==> src/sv/msws_range_random_defines.svh <==
// ----------------------------------------------------------------------------
// msws_range_random_defines.svh
// Assertion macros shared by the range random generator.
// ----------------------------------------------------------------------------
`ifndef MSWS_RANGE_RANDOM_DEFINES_SVH
`define MSWS_RANGE_RANDOM_DEFINES_SVH

// same-cycle implication, sampled on aclk, off during reset
`define MSWS_RR_ASSERT_IMP(lbl, ante, cons, msg) \
    lbl: assert property (@(posedge aclk) disable iff (!aresetn) (ante) |-> (cons)) \
        else $error(msg);

// next-cycle implication, sampled on aclk, off during reset
`define MSWS_RR_ASSERT_NXT(lbl, ante, cons, msg) \
    lbl: assert property (@(posedge aclk) disable iff (!aresetn) (ante) |=> (cons)) \
        else $error(msg);

`endif

==> src/sv/msws_rr_pkg.sv <==
`timescale 1ns / 1ps
// ----------------------------------------------------------------------------
// msws_rr_pkg
// Shared constants and controller/datapath interface types.
// ----------------------------------------------------------------------------
package msws_rr_pkg;

    localparam int DATA_W = 32;
    localparam int WORD_W = 64;
    localparam int APB_AW = 4;
    localparam int CNT_W  = $clog2(WORD_W);

    localparam logic [WORD_W-1:0] WEYL_RESET = 64'hB5AD_4ECE_DA1C_E2A9;
    localparam logic [DATA_W-1:0] FRAC_MOD   = 32'hFFFF_FFFF;

    // register index taken from paddr[3]
    localparam logic REG_WEYL_INC = 1'b0;

    localparam logic OP_INT  = 1'b0;
    localparam logic OP_FRAC = 1'b1;

    typedef struct packed {
        logic load;
        logic mul_sq;
        logic mul_cross;
        logic mix;
        logic fold;
        logic mul_frac;
        logic scale;
        logic div_start;
        logic emit;
    } cmd_t;

    typedef struct packed {
        logic err;
        logic op;
        logic div_busy;
        logic div_done;
        logic out_free;
    } stat_t;

endpackage

==> src/sv/msws_rr_div.sv <==
`timescale 1ns / 1ps
// ----------------------------------------------------------------------------
// msws_rr_div
// Restoring divider, one bit per cycle, remainder of 64-bit by 32-bit.
// ----------------------------------------------------------------------------
module msws_rr_div
    import msws_rr_pkg::*;
(
    input  logic              aclk,
    input  logic              aresetn,
    input  logic              start,
    input  logic [WORD_W-1:0] dividend,
    input  logic [DATA_W-1:0] divisor,
    output logic [DATA_W-1:0] remainder,
    output logic              busy,
    output logic              done
);

    logic [DATA_W-1:0] rem_reg, rem_next;
    logic [WORD_W-1:0] dq_reg, dq_next;
    logic [DATA_W-1:0] dvs_reg;
    logic [CNT_W-1:0]  cnt_reg;
    logic              busy_reg;
    logic              done_reg;

    logic [DATA_W:0]   shifted;
    logic [DATA_W+1:0] trial;
    logic              fits;

    always_comb begin
        shifted  = {rem_reg, dq_reg[WORD_W-1]};
        trial    = {1'b0, shifted} - {2'b00, dvs_reg};
        fits     = !trial[DATA_W+1];
        rem_next = fits ? trial[DATA_W-1:0] : shifted[DATA_W-1:0];
        dq_next  = {dq_reg[WORD_W-2:0], fits};
    end

    always_ff @(posedge aclk) begin
        if (!aresetn) begin
            busy_reg <= 1'b0;
            done_reg <= 1'b0;
            cnt_reg  <= '0;
        end else begin
            done_reg <= 1'b0;
            if (start) begin
                busy_reg <= 1'b1;
                cnt_reg  <= '0;
            end else if (busy_reg) begin
                cnt_reg <= cnt_reg + 1'b1;
                if (cnt_reg == CNT_W'(WORD_W - 1)) begin
                    busy_reg <= 1'b0;
                    done_reg <= 1'b1;
                end
            end
        end
    end

    always_ff @(posedge aclk) begin
        if (start) begin
            rem_reg <= '0;
            dq_reg  <= dividend;
            dvs_reg <= divisor;
        end else if (busy_reg) begin
            rem_reg <= rem_next;
            dq_reg  <= dq_next;
        end
    end

    assign remainder = rem_reg;
    assign busy      = busy_reg;
    assign done      = done_reg;

endmodule

==> src/sv/msws_rr_dp.sv <==
`timescale 1ns / 1ps
// ----------------------------------------------------------------------------
// msws_rr_dp
// Generator state, shared 32x32 multiplier, divider and result register.
// ----------------------------------------------------------------------------
module msws_rr_dp
    import msws_rr_pkg::*;
(
    input  logic              aclk,
    input  logic              aresetn,
    input  cmd_t              cmd,
    output stat_t             stat,
    input  logic [WORD_W-1:0] weyl_inc,
    input  logic              in_op,
    input  logic [DATA_W-1:0] in_low,
    input  logic [DATA_W-1:0] in_high,
    output logic              out_valid,
    input  logic              out_ready,
    output logic [DATA_W-1:0] out_value,
    output logic              out_err
);

    logic [WORD_W-1:0] weyl_reg;
    logic [WORD_W-1:0] mix_reg;
    logic [WORD_W-1:0] prod_reg;
    logic [WORD_W-1:0] acc_reg;
    logic              op_reg;
    logic [DATA_W-1:0] low_reg;
    logic [DATA_W-1:0] diff_reg;
    logic              err_reg;
    logic [DATA_W-1:0] frac_reg;
    logic [DATA_W-1:0] scale_reg;
    logic              out_valid_reg;
    logic [DATA_W-1:0] out_value_reg;
    logic              out_err_reg;

    logic [DATA_W:0]   span;
    logic [DATA_W-1:0] mul_a, mul_b;
    logic [WORD_W-1:0] product;
    logic [WORD_W-1:0] mixed;
    logic [DATA_W:0]   fold_sum;
    logic [DATA_W-1:0] fold_red;
    logic [DATA_W:0]   fq_sum;
    logic [1:0]        fq_adj;
    logic [DATA_W-1:0] frac_quo;
    logic [DATA_W-1:0] div_rem;
    logic              div_busy, div_done;
    logic [DATA_W-1:0] offset;

    always_comb begin
        span = {in_high[DATA_W-1], in_high} - {in_low[DATA_W-1], in_low};

        mul_a = mix_reg[DATA_W-1:0];
        mul_b = mix_reg[DATA_W-1:0];
        if (cmd.mul_cross) begin
            mul_b = mix_reg[WORD_W-1:DATA_W];
        end else if (cmd.mul_frac) begin
            mul_a = frac_reg;
            mul_b = diff_reg;
        end
        product = {{DATA_W{1'b0}}, mul_a} * {{DATA_W{1'b0}}, mul_b};

        // cross term counts twice: shift by 33
        mixed = acc_reg + {prod_reg[DATA_W-2:0], {(DATA_W+1){1'b0}}};

        // word mod (2^32 - 1) by end-around fold
        fold_sum = {1'b0, mix_reg[WORD_W-1:DATA_W]} + {1'b0, mix_reg[DATA_W-1:0]};
        fold_red = fold_sum[DATA_W-1:0] + {{(DATA_W-1){1'b0}}, fold_sum[DATA_W]};

        // p / (2^32 - 1) = p_hi + (p_hi + p_lo) / (2^32 - 1), the second term at most 2
        fq_sum = {1'b0, prod_reg[WORD_W-1:DATA_W]} + {1'b0, prod_reg[DATA_W-1:0]};
        if (fq_sum >= {FRAC_MOD, 1'b0}) begin
            fq_adj = 2'd2;
        end else if (fq_sum >= {1'b0, FRAC_MOD}) begin
            fq_adj = 2'd1;
        end else begin
            fq_adj = 2'd0;
        end
        frac_quo = prod_reg[WORD_W-1:DATA_W] + {{(DATA_W-2){1'b0}}, fq_adj};

        offset = (op_reg == OP_FRAC) ? scale_reg : div_rem;
    end

    msws_rr_div u_div (
        .aclk      (aclk),
        .aresetn   (aresetn),
        .start     (cmd.div_start),
        .dividend  (mix_reg),
        .divisor   (diff_reg),
        .remainder (div_rem),
        .busy      (div_busy),
        .done      (div_done)
    );

    always_ff @(posedge aclk) begin
        if (!aresetn) begin
            weyl_reg <= '0;
            mix_reg  <= '0;
        end else begin
            if (cmd.load) begin
                weyl_reg <= weyl_reg + weyl_inc;
            end
            if (cmd.mix) begin
                mix_reg <= {mixed[DATA_W-1:0], mixed[WORD_W-1:DATA_W]};
            end
        end
    end

    always_ff @(posedge aclk) begin
        if (cmd.load) begin
            op_reg   <= in_op;
            low_reg  <= in_low;
            diff_reg <= span[DATA_W-1:0];
            err_reg  <= span[DATA_W] || (span == '0);
        end
        if (cmd.mul_sq || cmd.mul_cross || cmd.mul_frac) begin
            prod_reg <= product;
        end
        if (cmd.mul_cross) begin
            acc_reg <= prod_reg + weyl_reg;
        end
        if (cmd.fold) begin
            frac_reg <= (fold_red == FRAC_MOD) ? '0 : fold_red;
        end
        if (cmd.scale) begin
            scale_reg <= frac_quo;
        end
    end

    always_ff @(posedge aclk) begin
        if (!aresetn) begin
            out_valid_reg <= 1'b0;
        end else if (cmd.emit) begin
            out_valid_reg <= 1'b1;
        end else if (out_ready) begin
            out_valid_reg <= 1'b0;
        end
    end

    always_ff @(posedge aclk) begin
        if (cmd.emit) begin
            out_value_reg <= err_reg ? low_reg : low_reg + offset;
            out_err_reg   <= err_reg;
        end
    end

    assign stat.err      = err_reg;
    assign stat.op       = op_reg;
    assign stat.div_busy = div_busy;
    assign stat.div_done = div_done;
    assign stat.out_free = !out_valid_reg || out_ready;

    assign out_valid = out_valid_reg;
    assign out_value = out_value_reg;
    assign out_err   = out_err_reg;

endmodule

==> src/sv/msws_rr_ctrl.sv <==
`timescale 1ns / 1ps
// ----------------------------------------------------------------------------
// msws_rr_ctrl
// Draw sequencer: mix, then fold and scale, or divide, or neither; then emit.
// ----------------------------------------------------------------------------
module msws_rr_ctrl
    import msws_rr_pkg::*;
(
    input  logic  aclk,
    input  logic  aresetn,
    input  logic  in_valid,
    output logic  in_ready,
    input  stat_t stat,
    output cmd_t  cmd
);

    localparam logic [3:0] ST_IDLE  = 4'd0;
    localparam logic [3:0] ST_SQ    = 4'd1;
    localparam logic [3:0] ST_CROSS = 4'd2;
    localparam logic [3:0] ST_MIX   = 4'd3;
    localparam logic [3:0] ST_FOLD  = 4'd4;
    localparam logic [3:0] ST_MULF  = 4'd5;
    localparam logic [3:0] ST_DIVS  = 4'd6;
    localparam logic [3:0] ST_DIVW  = 4'd7;
    localparam logic [3:0] ST_EMIT  = 4'd8;
    localparam logic [3:0] ST_SCALE = 4'd9;

    logic [3:0] state_reg, state_next;

    always_comb begin
        state_next = state_reg;
        cmd        = '0;
        in_ready   = 1'b0;
        case (state_reg)
            ST_IDLE: begin
                in_ready = 1'b1;
                if (in_valid) begin
                    cmd.load   = 1'b1;
                    state_next = ST_SQ;
                end
            end
            ST_SQ: begin
                cmd.mul_sq = 1'b1;
                state_next = ST_CROSS;
            end
            ST_CROSS: begin
                cmd.mul_cross = 1'b1;
                state_next    = ST_MIX;
            end
            ST_MIX: begin
                cmd.mix = 1'b1;
                if (stat.err) begin
                    state_next = ST_EMIT;
                end else if (stat.op == OP_FRAC) begin
                    state_next = ST_FOLD;
                end else begin
                    state_next = ST_DIVS;
                end
            end
            ST_FOLD: begin
                cmd.fold   = 1'b1;
                state_next = ST_MULF;
            end
            ST_MULF: begin
                cmd.mul_frac = 1'b1;
                state_next   = ST_SCALE;
            end
            ST_SCALE: begin
                cmd.scale  = 1'b1;
                state_next = ST_EMIT;
            end
            ST_DIVS: begin
                cmd.div_start = 1'b1;
                state_next    = ST_DIVW;
            end
            ST_DIVW: begin
                if (stat.div_done) begin
                    state_next = ST_EMIT;
                end
            end
            ST_EMIT: begin
                if (stat.out_free) begin
                    cmd.emit   = 1'b1;
                    state_next = ST_IDLE;
                end
            end
            default: begin
                state_next = ST_IDLE;
            end
        endcase
    end

    always_ff @(posedge aclk) begin
        if (!aresetn) begin
            state_reg <= ST_IDLE;
        end else begin
            state_reg <= state_next;
        end
    end

endmodule

==> src/sv/msws_range_random.sv <==
`timescale 1ns / 1ps
// ----------------------------------------------------------------------------
// msws_range_random
// Middle-square Weyl sequence generator with integer and Q16.16 range mapping.
//
//   channel  | dir | payload
//   s_axis   | in  | tdata: range_low, range_high; tuser: operation
//   m_axis   | out | tdata: value; tuser: range_error
//   apb      | in  | weyl_increment at byte address 0, 64-bit data
//
// Integer draws take their offset from the bit-serial divider, fraction draws
// theirs from the fold and scale steps. An empty or inverted range skips the
// mapping and emits range_low. One draw at a time.
// Reset (aresetn low, synchronous) clears the mixer state and Weyl counter
// and loads the default increment. A stalled result holds in the output
// register; the next beat is accepted meanwhile and finishes behind it.
// ----------------------------------------------------------------------------
`include "msws_range_random_defines.svh"

module msws_range_random
    import msws_rr_pkg::*;
(
    input  logic                aclk,
    input  logic                aresetn,

    input  logic                s_axis_tvalid,
    output logic                s_axis_tready,
    input  logic [2*DATA_W-1:0] s_axis_tdata,   // [31:0] range_low, [63:32] range_high
    input  logic [0:0]          s_axis_tuser,   // [0] operation

    output logic                m_axis_tvalid,
    input  logic                m_axis_tready,
    output logic [DATA_W-1:0]   m_axis_tdata,   // [31:0] value
    output logic [0:0]          m_axis_tuser,   // [0] range_error

    input  logic                psel,
    input  logic                penable,
    input  logic                pwrite,
    input  logic [APB_AW-1:0]   paddr,
    input  logic [WORD_W-1:0]   pwdata,
    output logic [WORD_W-1:0]   prdata,
    output logic                pready
);

    logic [WORD_W-1:0] weyl_inc_reg;
    cmd_t              cmd;
    stat_t             stat;

    assign pready = 1'b1;
    assign prdata = (paddr[3] == REG_WEYL_INC) ? weyl_inc_reg : '0;

    always_ff @(posedge aclk) begin
        if (!aresetn) begin
            weyl_inc_reg <= WEYL_RESET;
        end else if (psel && penable && pwrite && pready && paddr[3] == REG_WEYL_INC) begin
            weyl_inc_reg <= pwdata;
        end
    end

    msws_rr_ctrl u_ctrl (
        .aclk     (aclk),
        .aresetn  (aresetn),
        .in_valid (s_axis_tvalid),
        .in_ready (s_axis_tready),
        .stat     (stat),
        .cmd      (cmd)
    );

    msws_rr_dp u_dp (
        .aclk      (aclk),
        .aresetn   (aresetn),
        .cmd       (cmd),
        .stat      (stat),
        .weyl_inc  (weyl_inc_reg),
        .in_op     (s_axis_tuser[0]),
        .in_low    (s_axis_tdata[DATA_W-1:0]),
        .in_high   (s_axis_tdata[2*DATA_W-1:DATA_W]),
        .out_valid (m_axis_tvalid),
        .out_ready (m_axis_tready),
        .out_value (m_axis_tdata),
        .out_err   (m_axis_tuser[0])
    );

    `MSWS_RR_ASSERT_NXT(a_one_draw, s_axis_tvalid && s_axis_tready, !s_axis_tready, "second beat")
    `MSWS_RR_ASSERT_IMP(a_no_overwrite, cmd.emit, !m_axis_tvalid || m_axis_tready, "beat lost")
    `MSWS_RR_ASSERT_IMP(a_div_restart, cmd.div_start, !stat.div_busy, "divider restart")

endmodule

==> config.mk <==
export PLATFORM = sky130hd
export DESIGN_NAME = msws_range_random
export DESIGN_NICKNAME = d
export VERILOG_FILES = /design/src/sv/msws_rr_pkg.sv /design/src/sv/msws_rr_div.sv /design/src/sv/msws_rr_dp.sv /design/src/sv/msws_rr_ctrl.sv /design/src/sv/msws_range_random.sv
export VERILOG_INCLUDE_DIRS = /design/src /design/src/sv
export SDC_FILE = /design/constraint.sdc
export NUM_CORES = 2
export LEC_CHECK = 0
export BUFFER_PORTS_ARGS = -buffer_cell sky130_fd_sc_hd__clkbuf_2
export CORE_MARGIN = 10
export CORE_UTILIZATION = 40
export DETAILED_ROUTE_END_ITERATION = 12
export PLACE_DENSITY_LB_ADDON = 0.25
export SKIP_CTS_REPAIR_TIMING = 1
export SLEW_MARGIN = 15
export SYNTH_ARGS = -nofsm -noshare
export SYNTH_HDL_FRONTEND = slang
export SYNTH_SLANG_ARGS = --single-unit
==> constraint.sdc <==
create_clock -name aclk -period 10.3 [get_ports aclk]
set_clock_uncertainty 0.15 [all_clocks]
set_input_delay 0.515 -clock aclk [delete_from_list [all_inputs] [get_ports aclk]]
set_output_delay 0.515 -clock aclk [all_outputs]
set_load 0.005 [all_outputs]
==> run metrics <==
DRT antenna net count=0; WP data arrival=10.15 ns; top-area cell type share of the netlist area=0.2467; CTS tree=built; Hold Path Class=primary input to flip-flop; Routed WL per cell=23.81 um; die area=201200 um2; synth cell count leaders=1178 x nand2_1, 1031 x inv_1, 905 x fa_1; dpl hpwl=214.4 mm; CP max-delay cell=fa_1; total wire length=267.1 mm; Crit path max-delay family=adder cells; Reg area=16370 um2; placed cell count=10990; GRT Residual Overflow=0; clk slew on worst S/H paths=0.06 ns; Top-Level Pins=240; fraction of layout cells with a size suffix above 1=0.08789; worst endpoint required time=10.55 ns; core area=182900 um2; worst-path fanout max=49; Peak VDD IR=0.0001214 V; clk sink count=624; ys flop type=edfxtp_1; CP Buf/Inv Count=9; Root Driver=clkbuf_16; Clock Path Buffers=3; Area contributors post-synth=fa_1 25%, edfxtp_1 16%, ha_1 9.9%; Post-Syn Nets=10000; Fill cells=17800; flops & latches, synth=624; Critical Path Sink Type=flip-flop; Leakage=37.81 nW; later-pin clock latency in the skew report=0.69 ns; Worst Path Class, Setup=flip-flop to flip-flop; pin count of the biggest net entering global routing=96; Hold Fails Final Rpt=0; 1st-iter DRT viols=6072; Tcrit/Tclk final=0.9607; area taken by multi-input logic gates=51990 um2; final net count=10320; die height=448.5 um; count of final setup violators=0; row count=157; synth warn=0; Die Span X=448.5 um; first-pass GRT wire length=394.3 mm; Vias/cell=5.577; DRC violations left=0; Fmax=101.1 MHz; initial antenna violation count=13; slowest cell delay on critical path=0.56 ns; vias in the first global route=61650; CTS H-tree lvls=3; via count=62560; Pwr per Cell Area=106.4 nW/um2; status=finished clean; post-route minimum period=9.895 ns; Pins Over Slew Limit=0; GRT Total Usage=0.2574; area grow syn2layout=12.15%; TritonCTS buffer count=70; gate count after technology mapping=8376; number of flops mapped to enable cells by yosys=387; Mapped Area=73450 um2; most common cell in the synthesized netlist=nand2_1; Port Buffers=235; count of cell types in the netlist=92; Max transition margin=0.1739; drt pass-1 iters=6; mean area per synthesized cell=8.769 um2; MaxCap Viol Count=0; Layout Cells excl Fill=11220; routability cong.=1.022; crit start category=flip-flop; Starting Density=0.4016; ys async rst share=0; slew at the pin with the worst max-slew slack=1.222 ns; Synth area leader=fa_1; sequential share of the synthesized area=0.2228; CP most frequent cell=fa_1; Fin Hold WS=0.06678 ns
metal layers:
layer	up-vias	wire length (um)	global-route usage
li1	28290	-	-
met1	31140	111000	0.3458
met2	2553	117200	0.3958
met3	575	23020	0.04996
met4	4	15780	0.1267
met5	-	24	0
tightest hold or removal path: stages:
cell and delay (ns):
clkbuf_2 0.08, nor2b_1 0.09, nand2_1 0.09, a21oi_1 0.07
cell usage in the layout (no fill, tap or decap), drive strengths merged, types with 85 or more instances in the layout:
cell,netlist,routed
nand2,1178,1178
inv,1032,1036
fa,905,905
nor2,875,875
ha,583,583
a21oi,524,524
edfxtp,387,387
o21ai,365,365
clkbuf,346,335
buf,29,289
a21o,269,269
dfxtp,237,237
xnor2,221,221
nor2b,147,147
xor2,146,146
nand3,144,144
dlygate4sd3,0,97
o21a,86,86
and2,85,85
cell type report:
cell class                      instances  share of cell area
Clock buffer                          101             0.02445
Timing Repair Buffer                  621             0.05703
Antenna cell                            4           0.0001215
Tap cell                             2464             0.03743
Sequential cell                       624              0.1987
Multi-Input combinational cell       6343              0.6312
Inverter                             1034             0.04715
Clock inverter                         27            0.003964
cell families (layout without fill, tap and decap cells):
family | after synthesis | count (layout) | synth area share
other | 1 | 5 | 0.00005105
muxes | 59 | 59 | 0.008636
DFF | 624 | 624 | 0.2228
xor gates and xnor gates | 367 | 367 | 0.04376
AOI/OAI and AO/OA | 1606 | 1606 | 0.1369
buffers and inverters | 1409 | 1783 | 0.07223
and+or+nand+nor | 2822 | 2822 | 0.1697
adders and majority gates | 1488 | 1488 | 0.3460
power by group:
group	internal (mW)	switching [mW]	total [mW]
clock	1.48	1.13	2.61
sequential	2.92	0.327	3.24
combinational	1.12	1.79	2.91
total	5.52	3.24	8.76
path summary, 6_finish.rpt:
check / endpoint / from / cells after the start / slack [ns]
max reg2reg: u_dp.prod_reg[57] / u_ctrl.state_reg[0] / 32 / 0.40
min: u_ctrl.state_reg[3] / m_axis_tready / 4 / 0.07
min reg2reg: weyl_inc_reg[21] / weyl_inc_reg[21] / 2 / 0.33
max: u_dp.prod_reg[57] / u_ctrl.state_reg[0] / 32 / 0.40
stage by stage:
step                utilization  setup slack, ns  area (um2)  power [mW]  TNS (ns)
floorplan                     -           0.3096       73450       5.084         0
global placement         0.4321           0.3311       79020       6.064         0
detailed placement       0.4321           0.2844       79020       6.097         0
CTS                      0.4449           0.1984       81360       8.725         0
global route             0.4504         -0.01750       82370       9.183  -0.01750
finish                   0.4504           0.4047       82380       8.762         0
Note: power is estimated with default switching activity, not from simulation.
